### src/rtl/pwob_fifo.sv
// Two-entry command queue between the front and back parts.
// No dependencies.
module pwob_fifo #(
  parameter int WIDTH = 8
) (
  input  logic             clk_i,
  input  logic             rst_ni,
  input  logic             push_i,
  input  logic [WIDTH-1:0] wdata_i,
  output logic             full_o,
  output logic             valid_o,
  input  logic             pop_i,
  output logic [WIDTH-1:0] rdata_o
);

  logic [WIDTH-1:0] data_q [2];
  logic             wptr_q, rptr_q;
  logic [1:0]       cnt_q;

  assign full_o  = cnt_q == 2'd2;
  assign valid_o = cnt_q != 2'd0;
  assign rdata_o = data_q[rptr_q];

  always_ff @(posedge clk_i) begin
    if (push_i) begin
      data_q[wptr_q] <= wdata_i;
    end
  end

  always_ff @(posedge clk_i or negedge rst_ni) begin
    if (!rst_ni) begin
      wptr_q <= 1'b0;
      rptr_q <= 1'b0;
      cnt_q  <= 2'd0;
    end else begin
      if (push_i) wptr_q <= ~wptr_q;
      if (pop_i)  rptr_q <= ~rptr_q;
      case ({push_i, pop_i})
        2'b10:   cnt_q <= cnt_q + 2'd1;
        2'b01:   cnt_q <= cnt_q - 2'd1;
        default: cnt_q <= cnt_q;
      endcase
    end
  end

endmodule

### config.mk
export PLATFORM = sky130hd
export DESIGN_NAME = pwob_fifo
export DESIGN_NICKNAME = d
export VERILOG_FILES = /design/src/rtl/pwob_fifo.sv
export SDC_FILE = /design/constraint.sdc
export NUM_CORES = 1
export LEC_CHECK = 0
export ABC_AREA = 0
export CORE_AREA = 2 2 43 45
export CTS_BUF_LIST = sky130_fd_sc_hd__clkbuf_8
export DETAILED_ROUTE_END_ITERATION = 16
export DIE_AREA = 0 0 45 47
export DONT_BUFFER_PORTS = 1
export HOLD_SLACK_MARGIN = 0.02
export PLACE_DENSITY_LB_ADDON = 0.2
export SYNTH_ARGS = -nofsm -noshare
export SYNTH_HDL_FRONTEND = slang
export SYNTH_SLANG_ARGS = --single-unit
### constraint.sdc
create_clock -name clk_i -period 2.56 [get_ports clk_i]
set_input_delay 0.128 -clock clk_i [delete_from_list [all_inputs] [get_ports clk_i]]
set_output_delay 0.128 -clock clk_i [all_outputs]
set_load 0.02 [all_outputs]
==> results.json, run 1 <==
{
  "pre_cts_ws_ns": 1.22,
  "post_dp_cell_area_sq_um": 781,
  "grt_first_pass_wirelength_mm": 1.51,
  "start_kind": "flip-flop",
  "outcome": "completed",
  "hold_class": "in2reg",
  "synth_nets": 54,
  "syn-cell-area_sq_um": 764,
  "min_from": "pop_i",
  "diodes": 0,
  "worstPathArrival_ns": 1.27,
  "setup_tns_ns": 0,
  "syn2layout_area_growth_pct": 22.4,
  "antenna_found_initial": 0,
  "power_density_nw_per_um2": 1050,
  "leakagePower_uw": 0.000342,
  "ys_seq_area_share_pct": 75.9,
  "ir_drop_uv": 497,
  "reg2reg_from": "wptr_q$_DFFE_PN0P_",
  "design.core.area_sq_um": 1650,
  "dieArea_sq_um": 2120,
  "worst_skew_pair.late_latency_ns": 0.25,
  "fin_area_sq_um": 936,
  "initial_core_util_pct": 46.3,
  "dr.pass1.iters": 3,
  "slew_headroom_pct": 55.7,
  "antenna_left": 0,
  "ctsHtreeMaxLevel": 1,
  "cts_tree": "yes",
  "clock_skew_ns": 0.00445,
  "finalCritPeriodShare_pct": 54.5,
  "tightest_slew_ns": 0.662,
  "synth_warnings": 0,
  "critPathMaxStageDelay_ns": 0.57,
  "cts.clk_slew.worst_paths_ns": 0.07,
  "cpMaxStageDelayCell": "dfrtp_1",
  "criticalPathCategory": "reg2out",
  "final_max_slew_viol_count": 0,
  "grt_use_total_pct": 11.1,
  "drive_gt1_share_pct": 23.6,
  "gr-total-overflow": 0,
  "startpoint": "rptr_q$_DFFE_PN0P_",
  "drc": 0,
  "wl_per_cell_microns": 15.1,
  "cts_buffer_depth": 2,
  "wl_mm": 1.09,
  "worstPathRequired_ns": 2.43,
  "grt_pass1_vias": 351,
  "vias": 376,
  "fmax_ghz": 0.717,
  "syn_area_per_cell_sq_um": 18.6,
  "drt_iter0_markers": 6,
  "crit_path_end_kind": "output port",
  "final_hold_viol_count": 0,
  "nets": 69,
  "ys_ff_latch": 20,
  "finalCriticalPeriod_ns": 1.40,
  "grt_max_degree": 12,
  "finalWorstSetupSlack_ns": 1.16,
  "cp_num_buf_inv": 0,
  "crit_family": "flip-flops",
  "via_per_inst": 5.22,
  "worstPathCellList": "mux2_2",
  "finalPower_uw": 979,
  "root_buffer": "clkbuf_8",
  "synthCells": 41,
  "gp_congestion": 0.620,
  "placementRows": 15,
  "setup_violations": 0,
  "cts_made_buffers": 3,
  "crit_fanout": 9,
  "max_cap_viol_count": 0,
  "io_buffers": 0,
  "die_h_microns": 47,
  "ios": 22,
  "cts_sinks": 20,
  "rsz0062_at_grt": "no",
  "die_w_microns": 45,
  "synthDistinctLibCells": 12
}
## path summary, 6_finish.rpt
path / slack [ns] / depth (start not counted) / end
worst max-delay path: 1.16 / 1 / rdata_o[6]
worst min register to register: 0.48 / 1 / cnt_q[1]$_DFFE_PN0P_
worst min-delay path: 0.11 / 2 / cnt_q[0]$_DFFE_PN0P_
max in group asynchronous: 2.24 / 1 / cnt_q[1]$_DFFE_PN0P_
min in group asynchronous: 0.14 / 1 / cnt_q[0]$_DFFE_PN0P_
worst max register to register: 1.25 / 1 / data_q[0][2]$_DFFE_PP_
## where the power goes
part           switching (uW)  internal (uW)
registers                60.5            443
logic                     162            113
clock network            94.2            107
## logic make-up after synthesis
logic type / Yosys count / share of synthesized area, %
flops: 20 / 75.9
mux: 8 / 11.8
xor+xnor: 5 / 5.73
fa+ha+maj: 1 / 1.64
simple gates: 5 / 3.77
buf+inv: 2 / 1.14
## sequential cells by signal, summed over array words and instances (netlist names)
| signal | cells |
|---|---|
| data_q | 16 |
| cnt_q | 2 |
| rptr_q | 1 |
| wptr_q | 1 |
## area by class of cell
class	instances	area, sq um
flip-flops and latches	20	581
repair buffers	11	110
clock inverters	1	3.75
well taps	17	21.3
clock buffers	3	41.3
multi-input cells	19	175
fillers	137	716
inverters	1	3.75
## Yosys cell counts, drive strengths merged
master	instances	area, sq um
buf	1	5.00
inv	1	3.75
and2	1	6.26
ha	1	12.5
edfxtp	16	480
or2	1	6.26
and2b	1	8.76
xor2	3	26.3
mux2	8	90.1
nor2	2	7.51
dfrtp	4	100
xnor2	2	17.5
## through the flow
stage / hold WS [ns] / cells / utilization [%]
6_report: 0.113 / 72 / 56.7
2_1_floorplan: -0.168 / 41 / -
5_1_grt: 0.110 / 72 / 56.7
3_3_place_gp: -0.168 / 57 / 47.3
3_5_place_dp: -0.168 / 57 / 47.3
4_1_cts: 0.117 / 72 / 56.7
## per-layer routing
layer  vias to the layer above  routed length [microns]  global-route usage (%)
li1                        175                        -                       -
met1                       187                      421                    10.7
met2                        12                      578                    20.3
met3                         2                       78                    4.62
met4                         0                       10                    5.29
met5                         -                        0                       0
## repair_timing
action                                 4_1_cts  5_1_grt
endpoints found under the hold margin       22        0
hold buffers                                11        0
resized for setup                            0        0
setup endpoints to repair                    0        0
buffers inserted                             0        0
## placed cells by master, fill, tap and decap left out, drive strengths merged, types with 2 or more instances in the layout
master | Yosys | layout
mux2 | 8 | 8
xnor2 | 2 | 2
dfrtp | 4 | 4
dlygate4sd3 | 0 | 11
edfxtp | 16 | 16
nor2 | 2 | 2
clkbuf | 0 | 3
xor2 | 3 | 3
Power figures use the tool's default switching activity.
==> inputs of run 2 (changes only) <==
--- a/config.mk
+++ b/config.mk
@@ -5,11 +5,11 @@
 export SDC_FILE = /design/constraint.sdc
 export NUM_CORES = 1
 export LEC_CHECK = 0
-export ABC_AREA = 0
-export CORE_AREA = 2 2 43 45
+export ABC_AREA = 1
+export CORE_AREA = 2 2 45 47
 export CTS_BUF_LIST = sky130_fd_sc_hd__clkbuf_8
 export DETAILED_ROUTE_END_ITERATION = 16
-export DIE_AREA = 0 0 45 47
+export DIE_AREA = 0 0 47 49
 export DONT_BUFFER_PORTS = 1
 export HOLD_SLACK_MARGIN = 0.02
 export PLACE_DENSITY_LB_ADDON = 0.2
==> constraint.sdc (replaced) <==
create_clock -name clk_i -period 1.15 [get_ports clk_i]
set_input_delay 0.0575 -clock clk_i [delete_from_list [all_inputs] [get_ports clk_i]]
set_output_delay 0.0575 -clock clk_i [all_outputs]
set_load 0.02 [all_outputs]
==> run 2 against run 1 <==
The flow now finishes with violations (negative setup slack). Die area rose by 8.9%. Combinational power rose to 5.0 times the previous value. Register-to-register slack got worse by 1.1 ns. Cell count grew 63%. Clock skew fell by 0.00058 ns. Core utilization grew 8.1 points. Global-route usage up 4.3 points. Power grew to 3.0 times the previous value. Highest routed layer unchanged.
==> results.json, run 2 <==
{
  "outcome": "finished with violations",
  "violations": "negative setup slack",
  "worstPathCellList": "buf_12 -> nand2_2 -> o21ai_4 -> buf_6",
  "finalWorstSetupSlack_ns": -0.0138,
  "yosys_most_used_dff": "edfxtp_1",
  "layout_common_cells": "edfxtp_1 (16), inv_1 (15), dlygate4sd3_1 (11)",
  "p_int_uw": 1830,
  "grt_max_degree": 12,
  "synthDistinctLibCells": 14,
  "cts_tree": "yes",
  "cts_made_buffers": 3,
  "crit_fanout": 7,
  "grt_first_pass_wirelength_mm": 2.44,
  "rsz0062_at_grt": "yes",
  "grt_use_total_pct": 15.4,
  "gr-total-overflow": 0,
  "die_w_microns": 47,
  "cpMaxStageDelayCell": "dfrtp_2",
  "switching_share_pct": 37.2,
  "ir_drop_uv": 1420,
  "crit_path_end_kind": "output port",
  "root_buffer": "clkbuf_8",
  "synth_area_leaders": "edfxtp_1 (58%), dfrtp_1 (12%), inv_1 (6.4%)",
  "vias": 534,
  "clockPowerShare_pct": 15.4,
  "pwr-share-comb_pct": 46.9,
  "drc": 0,
  "design.core.area_sq_um": 1840,
  "ctsHtreeMaxLevel": 1,
  "drive_gt1_share_pct": 33.3,
  "dr.pass1.iters": 4,
  "antenna_found_initial": 0,
  "worst_skew_pair.late_latency_ns": 0.25,
  "clock_skew_ns": 0.00387,
  "drt_iter0_markers": 8,
  "io_buffers": 0,
  "slew_headroom_pct": 74.6,
  "power_density_nw_per_um2": 2440,
  "hold_class": "in2reg",
  "nFillCells": 149,
  "final_max_slew_viol_count": 0,
  "tightest_slew_ns": 0.380,
  "synth-edff-count": 16,
  "final_common_cell": "edfxtp_1",
  "switchingPower_uw": 1080,
  "syn2layout_area_growth_pct": 44.4,
  "setup_tns_ns": -0.0378,
  "synth_warnings": 0,
  "antenna_left": 0,
  "synth_async_sr_flop_share_pct": 20.0,
  "pre_cts_ws_ns": 0.0366,
  "via_per_inst": 4.56,
  "placementRows": 16,
  "largest_register_ffs": 16,
  "grt_pass1_vias": 568,
  "start_kind": "flip-flop",
  "grtUsageMet2_pct": 24.9,
  "critPathMaxStageDelay_ns": 0.44,
  "setup_violations": 4,
  "hpwl_microns": 836,
  "use_met3_pct": 4.44,
  "seqPwrFrac_pct": 37.7,
  "synth_most_common_cell": "edfxtp_1",
  "synth_common_cells": "edfxtp_1 (16), inv_1 (14), nand2_1 (14), o21ai_0 (5), dfrtp_1 (4)",
  "worstPathArrival_ns": 1.11,
  "diodes": 0,
  "final_hold_viol_count": 0,
  "nets": 104,
  "gp_congestion": 0.705,
  "cts_buffer_depth": 2,
  "wl_mm": 1.42,
  "syn_area_per_cell_sq_um": 12.5,
  "criticalPathCategory": "reg2out",
  "finalCritPeriodShare_pct": 101,
  "ys_seq_area_share_pct": 70.3,
  "leakagePower_uw": 0.000505,
  "synthCells": 66,
  "syn-cell-area_sq_um": 826,
  "ios": 22,
  "initial_core_util_pct": 44.8,
  "max_cap_viol_count": 0,
  "die_h_microns": 49,
  "top_usage_layer": "met2",
  "dieArea_sq_um": 2300,
  "cts.clk_slew.worst_paths_ns": 0.07,
  "yosysTopAreaCellShare_pct": 58.2,
  "yosys.area.top_type": "edfxtp_1",
  "wl_per_cell_microns": 12.2,
  "finalCriticalPeriod_ns": 1.16,
  "worstPathRequired_ns": 1.09,
  "met1_usage_pct": 17.4,
  "ys_ff_latch": 20,
  "fmax_ghz": 0.859,
  "reg.largest.list": "data_q x16, cnt_q x2",
  "synth_nets": 79,
  "top_register": "data_q",
  "cts_sinks": 20
}
==> run 2: power groups by stage <==
stage	clock network (uW)	registers, uW	logic [uW]
global placement	0	1150	752
detailed placement	0	1160	763
floorplan	0	1060	720
CTS	467	1080	1250
global route	497	1120	1480
finish	449	1100	1370
==> run 2: worst paths after layout <==
check | startpoint | end | slack, ns | depth (start not counted)
worst min register to register | cnt_q[1]$_DFFE_PN0P_ | cnt_q[1]$_DFFE_PN0P_ | 0.48 | 2
worst max register to register | wptr_q$_DFFE_PN0P_ | data_q[1][3]$_DFFE_PP_ | 0.11 | 2
worst max-delay path | rptr_q$_DFFE_PN0P_ | rdata_o[7] | -0.01 | 4
max in group asynchronous | rst_ni | rptr_q$_DFFE_PN0P_ | 0.87 | 1
min in group asynchronous | rst_ni | cnt_q[1]$_DFFE_PN0P_ | 0.08 | 1
worst min-delay path | pop_i | cnt_q[0]$_DFFE_PN0P_ | 0.04 | 2
==> run 2: logic make-up (layout without fill, tap and decap cells) <==
group / count (synthesis) / count (layout) / share of synthesized area (%)
and+or+nand+nor: 18 / 18 / 8.64
adders and majority gates: 1 / 1 / 1.51
buffers and inverters: 16 / 40 / 10.2
DFF: 20 / 20 / 70.3
xor gates and xnor gates: 3 / 3 / 3.18
AOI/OAI and AO/OA: 8 / 8 / 6.21
==> run 2: critical path, delay by kind of cell, from the launching register on <==
family	cells	cell delay (ns)
AO/OA/AOI/OAI	1	0.06
buffers and inverters	2	0.27
flip-flops	1	0.44
AND/OR/NAND/NOR	1	0.07
==> run 2: area by class of cell <==
class                      instances  area [sq um]  share of cell area, %
sequential                        20           582                   48.8
multi-input combinational         30           248                   20.8
timing repair buffer              22           231                   19.4
inverter                          14          52.6                   4.41
clock buffer                       3          41.3                   3.46
tap                               27          33.8                   2.83
clock inverter                     1          3.75                  0.315
==> run 2: layer usage <==
metal | part of all wire [%] | vias up
met2 | 54 | 16
met5 | 0 | -
li1 | - | 259
met1 | 40 | 257
met4 | 1.3 | 0
met3 | 4.8 | 2
==> run 2: metrics by stage <==
step | area [sq um] | total power [uW] | utilization, % | hold slack [ns] | instances
4_1_cts | 1140 | 2800 | 62.0 | 0.0392 | 117
3_5_place_dp | 881 | 1920 | 47.8 | -0.238 | 98
6_report | 1190 | 2910 | 64.7 | 0.0406 | 117
2_1_floorplan | 826 | 1780 | - | -0.238 | 66
3_3_place_gp | 881 | 1900 | 47.8 | -0.238 | 98
5_1_grt | 1190 | 3090 | 64.7 | 0.0679 | 117
==> run 2: timing repair <==
action,CTS,global route
gates cloned,0,0
setup buffers,4,0
hold buffers,11,0
endpoints found under the setup margin,8,8
pin swaps,3,5
endpoints found under the hold margin,22,0
resized for setup,20,12
==> inputs of run 3 (changes only) <==
--- a/config.mk
+++ b/config.mk
@@ -6,10 +6,10 @@
 export NUM_CORES = 1
 export LEC_CHECK = 0
 export ABC_AREA = 1
-export CORE_AREA = 2 2 45 47
+export CORE_AREA = 2 2 42 44
 export CTS_BUF_LIST = sky130_fd_sc_hd__clkbuf_8
 export DETAILED_ROUTE_END_ITERATION = 16
-export DIE_AREA = 0 0 47 49
+export DIE_AREA = 0 0 44 46
 export DONT_BUFFER_PORTS = 1
 export HOLD_SLACK_MARGIN = 0.02
 export PLACE_DENSITY_LB_ADDON = 0.2
==> run 3 against run 2 <==
The flow still finishes with violations (negative setup slack). Critical path type unchanged. Global-route usage decreased by 0.71 points. Combinational power is 18% lower. Clock skew is essentially flat.
==> results.json, run 3 (synthesis gave the netlist of run 2 again) <==
{
  "outcome": "finished with violations",
  "violations": "negative setup slack",
  "grt_pass1_vias": 505,
  "drc": 0,
  "cts_buffer_depth": 2,
  "clock_skew_ns": 0.00428,
  "cts_tree": "yes",
  "nets": 103,
  "criticalPathCategory": "reg2out",
  "start_kind": "flip-flop",
  "finalCritPeriodShare_pct": 102,
  "fin_area_sq_um": 1100,
  "cts_made_buffers": 3,
  "tightest_slew_ns": 0.369,
  "worst_skew_pair.late_latency_ns": 0.25,
  "wl_per_cell_microns": 12.0,
  "finalCriticalPeriod_ns": 1.18,
  "drt_iter0_markers": 3,
  "crit_end": "rdata_o[0]",
  "grt_first_pass_wirelength_mm": 2.09,
  "syn2layout_area_growth_pct": 33.6,
  "final_common_cell": "edfxtp_1",
  "final_max_slew_viol_count": 0,
  "reg2reg_slack_ns": 0.13,
  "fmax_ghz": 0.849,
  "wl_mm": 1.27,
  "timing.hold.ws_ns": 0.0375,
  "die_w_microns": 44,
  "gp_congestion": 0.662,
  "initial_core_util_pct": 51.2,
  "ir_drop_uv": 1290,
  "io_buffers": 0,
  "worstPathArrival_ns": 1.12,
  "layout_common_cells": "edfxtp_1 (16), inv_1 (14), dlygate4sd3_1 (11)",
  "die_h_microns": 46,
  "dieArea_sq_um": 2020,
  "startpoint": "rptr_q$_DFFE_PN0P_",
  "antenna_found_initial": 0,
  "r2r-end": "data_q[1][0]$_DFFE_PP_",
  "final_util_pct": 68.4,
  "post_dp_cell_area_sq_um": 861,
  "via_per_inst": 4.69,
  "placementRows": 15,
  "power_density_nw_per_um2": 2410,
  "finalPower_uw": 2660,
  "diodes": 0,
  "ctsHtreeMaxLevel": 1,
  "slew_headroom_pct": 75.3,
  "worstPathRequired_ns": 1.09,
  "top_register": "data_q",
  "drive_gt1_share_pct": 27.0,
  "reg.largest.list": "data_q x16, cnt_q x2",
  "root_buffer": "clkbuf_8",
  "design.core.area_sq_um": 1610,
  "largest_register_ffs": 16,
  "grt_use_total_pct": 14.7,
  "crit_path_end_kind": "output port",
  "crit_fanout": 8,
  "reg2reg_from": "wptr_q$_DFFE_PN0P_",
  "ios": 22,
  "final_hold_viol_count": 0,
  "leakagePower_uw": 0.000474,
  "grt_max_degree": 12,
  "dr.pass1.iters": 4,
  "hold_class": "in2reg",
  "antenna_left": 0,
  "gr-total-overflow": 0,
  "finalWorstSetupSlack_ns": -0.0274,
  "cts_sinks": 20,
  "cts.clk_slew.worst_paths_ns": 0.07,
  "vias": 497,
  "rsz0062_at_grt": "yes",
  "hpwl_microns": 801,
  "reg2reg_depth": 2,
  "max_cap_viol_count": 0,
  "setup_violations": 5
}
==> run 3: cell count changes in the layout (fill, tap and decap cells not counted), moves of 3 or more <==
cell / delta
buf_4: +4
o21ai_4: -3
buf_6: -5
o21ai_1: +4
==> run 3: stage by stage <==
stage / std cells / setup TNS, ns / setup slack (ns)
global route: 106 / -0.315 / -0.0653
detailed placement: 87 / 0 / 0.0604
floorplan: 66 / 0 / 0.00624
finish: 106 / -0.0698 / -0.0274
CTS: 105 / -0.120 / -0.0324
global placement: 87 / 0 / 0.0730
==> run 3: power breakdown <==
group	leakage (uW)	internal [uW]	switching, uW
registers	0.000196	988	111
clock network	0.0000231	237	205
logic	0.000255	467	651
total	0.000474	1690	967
==> run 3: how the worst min path moves through the flow <==
stage,from,end,slack [ns],cells past startpoint
floorplan,rst_ni,cnt_q[0]$_DFFE_PN0P_,-0.24,0
detailed placement,rst_ni,cnt_q[1]$_DFFE_PN0P_,-0.24,0
finish,pop_i,cnt_q[0]$_DFFE_PN0P_,0.04,2
CTS,pop_i,cnt_q[0]$_DFFE_PN0P_,0.04,2
global placement,rst_ni,cnt_q[1]$_DFFE_PN0P_,-0.24,0
global route,pop_i,cnt_q[0]$_DFFE_PN0P_,0.06,2
==> run 3: what timing repair did <==
action                                  4_1_cts  5_1_grt
hold buffers                                 11        0
resized for setup                            12       11
buffers inserted                              3        1
endpoints found under the hold margin        22        0
endpoints found under the setup margin        8        8
pin swaps                                     0        4
==> run 3: worst max-delay path, stage by stage, from the launching register on <==
cell     delay [ns]
dfrtp_2        0.46
buf_8          0.16
nand2_2        0.05
o21ai_1        0.05
buf_4          0.15
==> run 3: cell type report <==
| cell class | count | area [sq um] |
|---|---|---|
| Multi-Input combinational cell | 30 | 203 |
| Tap cell | 17 | 21.3 |
| Timing Repair Buffer | 21 | 200 |
| Fill cell | 123 | 510 |
| Sequential cell | 20 | 582 |
| Inverter | 14 | 52.6 |
| Clock buffer | 3 | 41.3 |
| Clock inverter | 1 | 3.75 |
==> run 3: per-layer routing <==
metal	track usage [%]	wire [microns]	share of wire, %	vias to the layer above
met3	3.57	49	3.9	0
li1	-	-	-	257
met1	17.8	544	43	228
met4	6.67	0	0	0
met5	0	0	0	-
met2	24.7	678	53	12
