## config.mk

```make
export PLATFORM = sky130hd
export DESIGN_NAME = pwob_front
export DESIGN_NICKNAME = d
export VERILOG_FILES = /design/src/rtl/pwob_pkg.sv /design/src/rtl/pwob_front.sv
export SDC_FILE = /design/constraint.sdc
export NUM_CORES = 1
export LEC_CHECK = 0
export BUFFER_PORTS_ARGS = -buffer_cell sky130_fd_sc_hd__buf_2
export CELL_PAD_IN_SITES_DETAIL_PLACEMENT = 0
export CELL_PAD_IN_SITES_GLOBAL_PLACEMENT = 1
export CORE_ASPECT_RATIO = 1.75
export CORE_MARGIN = 2
export CORE_UTILIZATION = 45
export DETAILED_ROUTE_END_ITERATION = 7
export PLACE_DENSITY = 0.85
export SKIP_LAST_GASP = 1
export SLEW_MARGIN = 5
export SYNTH_ARGS = -nofsm -noshare
export SYNTH_HDL_FRONTEND = slang
export SYNTH_SLANG_ARGS = --single-unit
```

## constraint.sdc

```tcl
create_clock -name clk_i -period 11.05 [get_ports clk_i]
set_clock_uncertainty 0.15 [all_clocks]
set_input_delay 0.5525 -clock clk_i [delete_from_list [all_inputs] [get_ports clk_i]]
set_output_delay 0.5525 -clock clk_i [all_outputs]
set_load 0.005 [all_outputs]
```

## src/rtl/pwob_pkg.sv

```systemverilog
// Shared types and constants for the price window occupancy book.
// No dependencies; imported by pwob_front, pwob_back and the top level.
package pwob_pkg;

  localparam int WindowLevelsDef = 256;
  localparam int CountBitsDef    = 16;
  localparam int ChunkBits       = 16;  // occupancy bits examined per scan cycle
  localparam int BestBits        = 9;

  typedef enum logic [1:0] {
    KIND_INIT = 2'd0,
    KIND_ADD  = 2'd1,
    KIND_REM  = 2'd2,
    KIND_MOVE = 2'd3
  } kind_e;

  typedef enum logic [1:0] {
    MV_NONE  = 2'd0,
    MV_CLEAR = 2'd1,
    MV_DOWN  = 2'd2,
    MV_UP    = 2'd3
  } move_e;

  typedef struct packed {
    kind_e op;
    logic  in_win;
    move_e mode;
  } ctl_t;

  // index of the lowest set bit of a chunk (0 when none set)
  function automatic logic [3:0] lowest16(input logic [ChunkBits-1:0] v);
    logic [3:0] r;
    r = '0;
    for (int k = ChunkBits - 1; k >= 0; k--) begin
      if (v[k]) r = 4'(k);
    end
    return r;
  endfunction

endpackage

```

## src/rtl/pwob_front.sv

```systemverilog
// Front part: tracks the window base and classifies each word into a command.
// Depends on pwob_pkg.
module pwob_front import pwob_pkg::*; #(
  parameter int WINDOW_LEVELS = WindowLevelsDef
) (
  input  logic                             clk_i,
  input  logic                             rst_ni,
  input  logic                             accept_i,
  input  logic [1:0]                       kind_i,
  input  logic [31:0]                      price_i,
  output ctl_t                             ctl_o,
  output logic [$clog2(WINDOW_LEVELS)-1:0] lvl_o,
  output logic [31:0]                      base_o
);

  localparam int IW = $clog2(WINDOW_LEVELS);
  localparam logic [31:0] Half = 32'(WINDOW_LEVELS / 2);
  localparam logic [31:0] Wl32 = 32'(WINDOW_LEVELS);

  logic [31:0] base_q;
  logic [31:0] new_base, idx, delta, neg;
  kind_e       kind;

  assign kind     = kind_e'(kind_i);
  assign new_base = price_i - Half;
  assign idx      = price_i - base_q;
  assign delta    = new_base - base_q;
  assign neg      = 32'd0 - delta;

  always_comb begin
    ctl_o.op     = kind;
    ctl_o.in_win = 1'b0;
    ctl_o.mode   = MV_NONE;
    lvl_o        = '0;
    base_o       = base_q;
    unique case (kind)
      KIND_INIT: begin
        base_o = new_base;
      end
      KIND_ADD, KIND_REM: begin
        ctl_o.in_win = idx < Wl32;
        lvl_o        = idx[IW-1:0];
      end
      KIND_MOVE: begin
        base_o = new_base;
        if (delta == 32'd0) begin
          ctl_o.mode = MV_NONE;
        end else if (!delta[31] && delta < Wl32) begin
          ctl_o.mode = MV_DOWN;  // levels move to lower indexes
          lvl_o      = delta[IW-1:0];
        end else if (delta[31] && neg < Wl32) begin
          ctl_o.mode = MV_UP;
          lvl_o      = neg[IW-1:0];
        end else begin
          ctl_o.mode = MV_CLEAR;
        end
      end
      default: ;
    endcase
  end

  always_ff @(posedge clk_i or negedge rst_ni) begin
    if (!rst_ni) begin
      base_q <= '0;
    end else if (accept_i && (kind == KIND_INIT || kind == KIND_MOVE)) begin
      base_q <= new_base;
    end
  end

endmodule

```

==> summary.txt, run 1 <==
Setup path
  • Cell Chain, Critical Path: buf_2, inv_1, ha_1, nand2_1, nor3_1, nand3_1, nor2_1, xor2_1, ha_1, a21oi_1, o21ai_0, a2111oi_0, o21ai_0, a2111oi_0, o21bai_1, xor2_1, nor2b_1, nand3_1, nand2_1, or2_2, or4_1, o211ai_1, buf_2
  • CP Launch Type: input port
  • CP startpoint: price_i[7]
  • Cell family with most CP delay: simple AND/OR/NAND/NOR gates
  • CP Capture Type: output pin
  • R2R Path Start: base_q[31]
  • WP buf/inv: 3
  • Critical Path AT: 6520 ps
  • Critical path depth: 23
  • Critical path fanouts, max: 6
  • CP Class: input port to output pin
  • Slowest stage cell, crit path: a2111oi_0
  • Worst Setup EP: lvl_o[3]
  • Slowest Stage Delay on Critical Path: 620 ps
  • FF-to-FF End: base_q[31]
  • Critical path data required time: 10,350 ps
  • Reg2reg setup slack: 10,120 ps
  • R2R depth: 1

Synthesis
  • Syn Std Cell Area: 6201 µm²
  • Distinct cells, synth: 72
  • Synth warn: 0
  • Synth Flop Type: dfrtp_1
  • Ys async rst share: 100.0%
  • Syn Nets: 992
  • Post-synth EDFFs: 0
  • Syn Area/Cell: 6.928 µm²
  • Mapped Cells: 895
  • Sequential element share of the synthesized area: 12.91%
  • Post-synthesis register bit count: 32

Final layout
  • Largest reg by FF count: base_q
  • Final core occ: 50.99%
  • Layout cells sized above 1: 13.54%
  • Top Registers: base_q (32)
  • Layout area overhead: 10.61%
  • Final nets: 1,041
  • ANT cells: 0
  • Largest register FFs: 32
  • Fillers: 1,432

Floorplanning
  • Die height: 159.3 µm
  • Initial Util: 46.09%
  • Core ar.: 13,450 µm²
  • # IOs: 82
  • Die W: 92.74 µm
  • Row count: 56
  • Die area: 14,770 µm²

STA
  • Post-route setup TNS: 0 ps
  • Fmax achieved: 138.4 MHz
  • Final setup fails: 0
  • Final Slew Violations: 0
  • Post-route setup slack: 3824 ps
  • Worst Tran Pin Value: 776.5 ps
  • Final Hold Vio Count: 0
  • Fin crit share: 65.40%
  • RSZ-0062 raised after global routing: false
  • Max-slew headroom: 48.23%
  • Final min period: 7226 ps

Pwr
  • Power Total: 1.088 mW
  • Peak VDD IR: 0.05456 mV
  • Leak: 2.992 nW
  • PwrDens: 158.6 nW/µm²

Detailed routing
  • Routed WL: 18,650 µm
  • DRC: 0
  • DR pass1 iterations: 4
  • DR vias: 6,589
  • Via density: 5.888
  • DRT antenna net count: 0
  • First DRT Iteration DRCs: 289
  • Drt wl/cell: 16.67 µm

Global route
  • GR Util met1: 28.12%
  • Vias in the first global route: 6,290
  • Global routing's busiest layer: met2
  • Total track usage: 24.92%
  • Met3 usage: 1.751%
  • Initial antenna violation count: 0
  • First-pass GRT wire length: 30,190 µm
  • Largest net degree at the start of global routing: 60
  • Met2 Use GR: 45.89%
  • Global route overflow: 0

Clocking
  • Worst-Skew Late Latency: 290 ps
  • CTS tree: yes
  • Post-CTS Setup Bufs: 0
  • Worst-path clk slew: 60 ps
  • Clock sinks: 32
  • Largest buffer count on any clock path: 2
  • Post-CTS sizing: 0
  • H-Tree Depth: 2
  • CTS Hold Buffers Added: 0
  • Clock root cell: clkbuf_16
  • CTS buffer count: 5

Run
  • Max-cap violations: 0

Min path
  • Hold Path Class: input port to asynchronous set/reset pin

Placement
  • Final HPWL DP: 15,190 µm
  • IO Port Bufs: 81
  • Final Wtd Congestion: 0.9180
  • Pre-CTS setup slack: 3876 ps

Outcome
  • Status: finished, final reports clean
logic make-up (layout without fill, tap and decap cells):
family,after synthesis,count (layout),synth area share [%]
mux,21,21,3.713
simple gates,332,332,27.14
compound gates,283,283,28.23
xor+xnor,66,66,9.443
fa+ha+maj,60,60,12.23
buf+inv,101,151,6.336
flops,32,32,12.91
cells in the mapped netlist, drive strengths merged (8+ instances only):
master | n | area, µm²
xor2 | 33 | 289.0
o31ai | 8 | 60.06
xnor2 | 33 | 296.5
nor2b | 10 | 62.56
mux2 | 16 | 180.2
nor4 | 16 | 112.6
nor2 | 112 | 420.4
a211oi | 14 | 110.1
a21oi | 117 | 585.6
nand2 | 73 | 274.0
o211ai | 15 | 117.6
nor3 | 26 | 130.1
a22oi | 9 | 67.56
a21o | 12 | 90.09
nand4 | 18 | 112.6
dfrtp | 32 | 800.8
nand3 | 18 | 95.09
o21ai | 53 | 265.3
inv | 60 | 225.2
o21bai | 8 | 60.06
clkbuf | 34 | 127.6
nand2b | 9 | 56.30
ha | 59 | 738.2
and3 | 8 | 50.05
per-stage QoR:
stage          hold slack, ps  instance area (µm²)  instances
6_report                187.8                 6859       1119
2_1_floorplan           106.9                 6201        895
4_1_cts                 214.6                 6859       1119
3_3_place_gp            310.8                 6676       1111
5_1_grt                 251.7                 6859       1119
3_5_place_dp            320.5                 6676       1111
how the worst min path moves through the flow:
stage               startpoint         to  slack (ps)  cells after the start
floorplan               rst_ni  base_q[0]         110                      0
global placement     base_q[8]  base_q[8]         310                      2
detailed placement   base_q[8]  base_q[8]         320                      2
CTS                     rst_ni  base_q[7]         210                      1
global route            rst_ni  base_q[7]         250                      1
finish                  rst_ni  base_q[7]         190                      1
cell type report:
| cell class | count | area [µm²] | area share, % |
|---|---|---|---|
| clock buffer | 7 | 152.6 | 2.225 |
| clock inverter | 1 | 30.03 | 0.4378 |
| inverter | 60 | 225.2 | 3.283 |
| multi-input combinational | 762 | 5012 | 73.08 |
| sequential | 32 | 800.8 | 11.67 |
| tap | 174 | 217.7 | 3.174 |
| timing repair buffer | 83 | 420.4 | 6.129 |
power by group:
part           switching [mW]  internal (mW)
clock                  0.0572          0.119
sequential            0.00835          0.138
combinational           0.478          0.287
total                   0.543          0.545
per-layer routing:
metal	wire (µm)	vias up
met5	0	-
met4	962	0
met3	428	52
met2	9674	150
met1	7584	3017
li1	-	3370
layout by cell type, fill, tap and decap left out, types with 5 or more instances in the layout:
master / instances
a21o_1: 12
ha_1: 58
nand2_1: 73
and2_1: 5
o21ai_0: 49
buf_2: 81
nand2b_1: 8
dfrtp_1: 32
clkbuf_16: 5
a21boi_0: 5
nand3_1: 17
a211oi_1: 13
a22oi_1: 9
nor3b_1: 7
o2111ai_1: 5
o21bai_1: 8
and3_1: 8
mux2_2: 16
xor2_1: 33
o31ai_1: 8
nor3_1: 26
nor2_1: 112
o211ai_1: 14
inv_1: 60
nand4_1: 18
nor4_1: 14
xnor2_1: 32
mux2i_1: 5
nor2b_1: 10
a21oi_1: 117
a31oi_1: 7
(Power assumes the default switching activity.)
==> run 2: changes to the inputs <==
CORE_UTILIZATION = 39   (was 45)
PLACE_DENSITY = 0.78   (was 0.85)
clock period = 6.1 ns   (was 11.05 ns; I/O delays follow)
==> run 2 against run 1 <==
Clock power is 53% higher; sequential cell count unchanged; sequential share of layout area is 0.72 points lower; die area grew 15%.
==> summary.txt, run 2 (synthesis gave the netlist of run 1 again) <==
Placement
  • Placed insts: 1,145
  • IO Port Bufs: 81
  • Final HPWL DP: 16,020 µm
  • Final Wtd Congestion: 0.9305
  • Pre-CTS setup slack: 65.94 ps

Global route
  • Total track usage: 22.91%
  • Initial antenna violation count: 0
  • Vias in the first global route: 6,564
  • First-pass GRT wire length: 31,660 µm
  • Global route overflow: 0
  • Largest net degree at the start of global routing: 60

Final layout
  • ANT cells: 0
  • Layout cells sized above 1: 20.10%
  • Layout area overhead: 17.84%
  • Largest register FFs: 32
  • Fillers: 1,674
  • Top Registers: base_q (32)
  • Area of the multi-input gates: 5229 µm²
  • Final core occ: 46.47%
  • Largest reg by FF count: base_q
  • FF+latch area: 800.8 µm²
  • Final nets: 1,072
  • Most frequent cells in the layout: nor2_1, a21oi_1, buf_2
  • Layout Cells excl Fill: 1,164

Setup path
  • Critical Path AT: 5390 ps
  • CP Class: input port to output pin
  • CP Capture Type: output pin
  • Critical path fanouts, max: 10
  • Critical path data required time: 5640 ps
  • CP Launch Type: input port

STA
  • Final setup fails: 0
  • Post-route setup slack: 253.4 ps
  • Worst Tran Pin Value: 748.3 ps
  • Final Hold Vio Count: 0
  • Final min period: 5847 ps
  • Fmax achieved: 171.0 MHz
  • Max-slew headroom: 49.76%
  • Final Slew Violations: 0
  • Fin crit share: 95.85%

Pwr
  • Sw Ratio: 50.09%
  • PwrDens: 279.2 nW/µm²
  • Peak VDD IR: 0.1099 mV
  • Clock Power Share: 13.2%
  • Leak: 3.178 nW
  • Power share of the sequential group: 13.0%
  • Comb pwr share: 73.8%
  • Internal power: 1.018 mW
  • Psw: 1.022 mW

Clocking
  • Worst-Skew Late Latency: 290 ps
  • Clock root cell: clkbuf_16
  • Worst-path clk slew: 50 ps
  • Clock sinks: 32
  • H-Tree Depth: 2
  • Largest buffer count on any clock path: 2
  • CTS tree: yes
  • CTS buffer count: 5

Floorplanning
  • Die area: 16,960 µm²
  • Die height: 170.8 µm
  • Initial Util: 39.44%
  • Row count: 61
  • # IOs: 82
  • Die W: 99.32 µm
  • Core ar.: 15,720 µm²

Detailed routing
  • Drt wl/cell: 16.90 µm
  • Routed WL: 19,670 µm
  • First DRT Iteration DRCs: 315
  • DRC: 0
  • DR vias: 6,731
  • Via density: 5.783
  • DRT antenna net count: 0
  • DR pass1 iterations: 5

Min path
  • Hold Path Class: input port to flip-flop

Outcome
  • Status: finished, final reports clean

Run
  • Max-cap violations: 0
## run 2: stage by stage
stage / TNS [ps] / hold slack (ps) / cell area, µm² / total power, mW
floorplan: 0 / -140.6 / 6201 / 1.292
global placement: 0 / 264.8 / 6838 / 1.677
detailed placement: 0 / 268.5 / 6838 / 1.679
CTS: 0 / 134.6 / 7000 / 1.954
global route: -66.56 / 148.5 / 7307 / 2.223
finish: 0 / 134.2 / 7307 / 2.040
## run 2: power by group through the flow
stage	combinational (mW)	sequential [mW]	clock, mW
after floorplan	1.03	0.266	0
final	1.50	0.266	0.269
after CTS	1.42	0.266	0.272
after detailed placement	1.41	0.270	0
after global routing	1.67	0.271	0.280
after global placement	1.41	0.269	0
## run 2: repair_timing
item	4_1_cts	5_1_grt
hold buffers	1	0
setup endpoints to repair	0	9
resized for setup	0	54
buffers inserted	0	10
hold endpoints to repair	32	0
## run 2: layout make-up
type | instances | area share, %
tap | 189 | 3.236
inverter | 60 | 3.116
timing repair buffer | 114 | 9.041
multi-input combinational | 762 | 71.56
sequential | 32 | 10.96
clock buffer | 7 | 2.089
## run 2: final timing paths
check / slack [ps] / startpoint / cells after the start / end
max: 250 / price_i[10] / 22 / lvl_o[7]
min: 130 / price_i[2] / 2 / base_q[2]
max reg2reg: 5170 / base_q[31] / 1 / base_q[31]
min reg2reg: 330 / base_q[8] / 2 / base_q[8]
max in group asynchronous: 4830 / rst_ni / 2 / base_q[24]
min in group asynchronous: 470 / rst_ni / 2 / base_q[7]
## run 2: worst max-delay path: stages
cell	delay [ps]
buf_2	110
nor2_1	160
nand3_1	150
or3_1	410
nor2_1	140
xor2_1	310
ha_4	250
nand4_1	210
nor2_2	250
o211ai_1	190
a22oi_1	290
xnor2_2	190
or4bb_4	570
and4bb_2	360
nor4b_4	200
o211ai_1	150
a22oi_1	230
nor4b_4	350
buf_6	170
a41oi_1	110
o31ai_1	110
buf_2	160
## run 2: routing by layer
metal,wire [µm],vias to the layer above,track usage (%)
li1,-,3419,-
met1,7968,3133,25.33
met2,10380,137,42.60
met3,368,42,1.389
met4,956,0,13.04
met5,0,-,0
==> run 3: changes to the inputs <==
CORE_UTILIZATION = 40   (was 39)
CTS_BUF_LIST = sky130_fd_sc_hd__clkbuf_4   (was default)
PLACE_DENSITY = 0.8   (was 0.78)
TNS_END_PERCENT = 20   (was default)
==> run 3 against run 2 <==
Hold slack lost 130 ps; total power fell by 6.7%; combinational power about the same; critical endpoint unchanged.
==> summary.txt, run 3 (synthesis gave the netlist of run 1 again) <==
STA
  • Max-slew headroom: 48.20%
  • Fin crit share: 95.90%
  • Final Hold Vio Count: 0
  • Worst Tran Pin Value: 777.0 ps
  • Fmax achieved: 170.9 MHz
  • Final min period: 5850 ps
  • Final Slew Violations: 0
  • Final setup fails: 0
  • Post-route setup TNS: 0 ps

Clocking
  • Clock sinks: 32
  • Clock root cell: clkbuf_4
  • CTS tree: yes
  • H-Tree Depth: 2
  • Largest buffer count on any clock path: 2
  • Worst-path clk slew: 120 ps
  • Worst-Skew Late Latency: 380 ps
  • CTS buffer count: 5

Placement
  • Final HPWL DP: 15,760 µm
  • Final Wtd Congestion: 0.9065
  • Placed insts: 1,142
  • Placed cell areas: 6834 µm²
  • IO Port Bufs: 81

Global route
  • Total track usage: 22.65%
  • Global route overflow: 0
  • First-pass GRT wire length: 31,220 µm
  • Vias in the first global route: 6,528
  • Initial antenna violation count: 1
  • Largest net degree at the start of global routing: 60

Setup path
  • Critical Path AT: 5390 ps
  • CP Launch Type: input port
  • FF-to-FF End: base_q[31]
  • R2R Path Start: base_q[31]
  • Critical path data required time: 5640 ps
  • Critical path fanouts, max: 10
  • Reg2reg setup slack: 5160 ps
  • CP Class: input port to output pin
  • CP Capture Type: output pin
  • R2R depth: 1

Final layout
  • Final core occ: 47.16%
  • Most frequent cells in the layout: a21oi_1, nor2_1, buf_2
  • Final instance area: 7187 µm²
  • Layout area overhead: 15.90%
  • Largest register FFs: 32
  • Layout Cells excl Fill: 1,163
  • Most common cell after layout, fill and taps aside: a21oi_1
  • Top Registers: base_q (32)
  • Largest reg by FF count: base_q
  • Layout cells sized above 1: 19.26%
  • Final nets: 1,072

Detailed routing
  • Drt wl/cell: 16.28 µm
  • DRC: 0
  • DRT antenna net count: 0
  • Via density: 5.808
  • DR pass1 iterations: 4
  • First DRT Iteration DRCs: 327
  • Routed WL: 18,930 µm
  • DR vias: 6,755

Min path
  • Hold_sp: price_i[7]
  • Hold Path Class: input port to flip-flop
  • Hold EP: base_q[7]
  • Hold depth: 2

Pwr
  • Comb pwr share: 77.3%
  • Power share of the sequential group: 13.9%
  • Sw Ratio: 51.80%
  • Psw: 986.3 µW
  • Internal power: 917.8 µW
  • Clock Power Share: 8.8%
  • Leak: 3.124 nW
  • Peak VDD IR: 0.09989 mV
  • PwrDens: 264.9 nW/µm²
  • Power Total: 1.904 mW

Floorplanning
  • Row count: 60
  • # IOs: 82
  • Die area: 16,550 µm²
  • Die W: 98.12 µm
  • Core ar.: 15,240 µm²
  • Die height: 168.7 µm
  • Initial Util: 40.69%

Run
  • Max-cap violations: 0

Outcome
  • Status: finished, final reports clean
[run 3: changes by cell type in the layout (fill, tap and decap cells not counted), moves of 3 or more]
| cell | change |
|---|---|
| nand2_2 | -3 |
| clkbuf_16 | -5 |
| nand2_1 | +3 |
| clkbuf_4 | +5 |
[run 3: worst max-delay path by stage]
stage,slack [ps],cells past startpoint,from,to
after floorplan,700,20,price_i[10],lvl_o[7]
after global placement,150,22,price_i[10],lvl_o[7]
after detailed placement,60,22,price_i[10],lvl_o[7]
after CTS,20,22,price_i[10],lvl_o[7]
after global routing,-40,23,price_i[10],lvl_o[7]
final,250,22,price_i[10],lvl_o[7]
[run 3: layer usage]
metal	up-vias	global-route usage, %	share of wire [%]
li1	3428	-	-
met1	3163	25.44	40
met2	122	43.75	54
met3	42	0.8258	1.8
met4	0	9.662	3.7
met5	-	0	0
[run 3: cell type report]
type                            count  area, µm²
Tap cell                          186      232.7
Antenna cell                        1      2.502
Multi-Input combinational cell    762       5191
Sequential cell                    32      800.8
Inverter                           60      225.2
Clock inverter                      3      37.54
Fill cell                        1636       8053
Timing Repair Buffer              114      659.4
Clock buffer                        5      37.54
[run 3: what timing repair did]
action | in CTS | in global routing
setup buffers | 0 | 11
endpoints found under the hold margin | 32 | 0
resized for setup | 0 | 43
endpoints found under the setup margin | 0 | 9
hold buffers | 1 | 0
[run 3: through the flow]
stage	hold slack [ps]	setup slack, ps
detailed placement	267.8	60.10
CTS	2.909	19.23
finish	8.360	250.2
global route	41.32	-40.87
floorplan	-140.6	703.3
global placement	256.8	149.9
[run 3: power by group through the flow]
stage                     Combinational (mW)  Sequential [mW]  Clock [mW]
after global placement                  1.40            0.269           0
after global routing                    1.64            0.270       0.178
after floorplan                         1.03            0.266           0
after CTS                               1.41            0.265       0.172
final                                   1.47            0.265       0.168
after detailed placement                1.40            0.270           0
[run 3: critical path, cell delays in order]
cell	delay (ps)
buf_2	120
nor2_1	130
nand3_1	140
or3_4	390
nor2_1	180
xor2_2	220
ha_2	390
a21oi_2	220
o21ai_0	200
a211oi_1	270
a22oi_1	170
xnor2_2	310
or4bb_1	470
and4bb_2	380
nor4b_2	220
o211ai_1	150
a22oi_1	240
nor4b_4	260
buf_4	160
a31oi_1	70
o31ai_1	250
buf_2	150
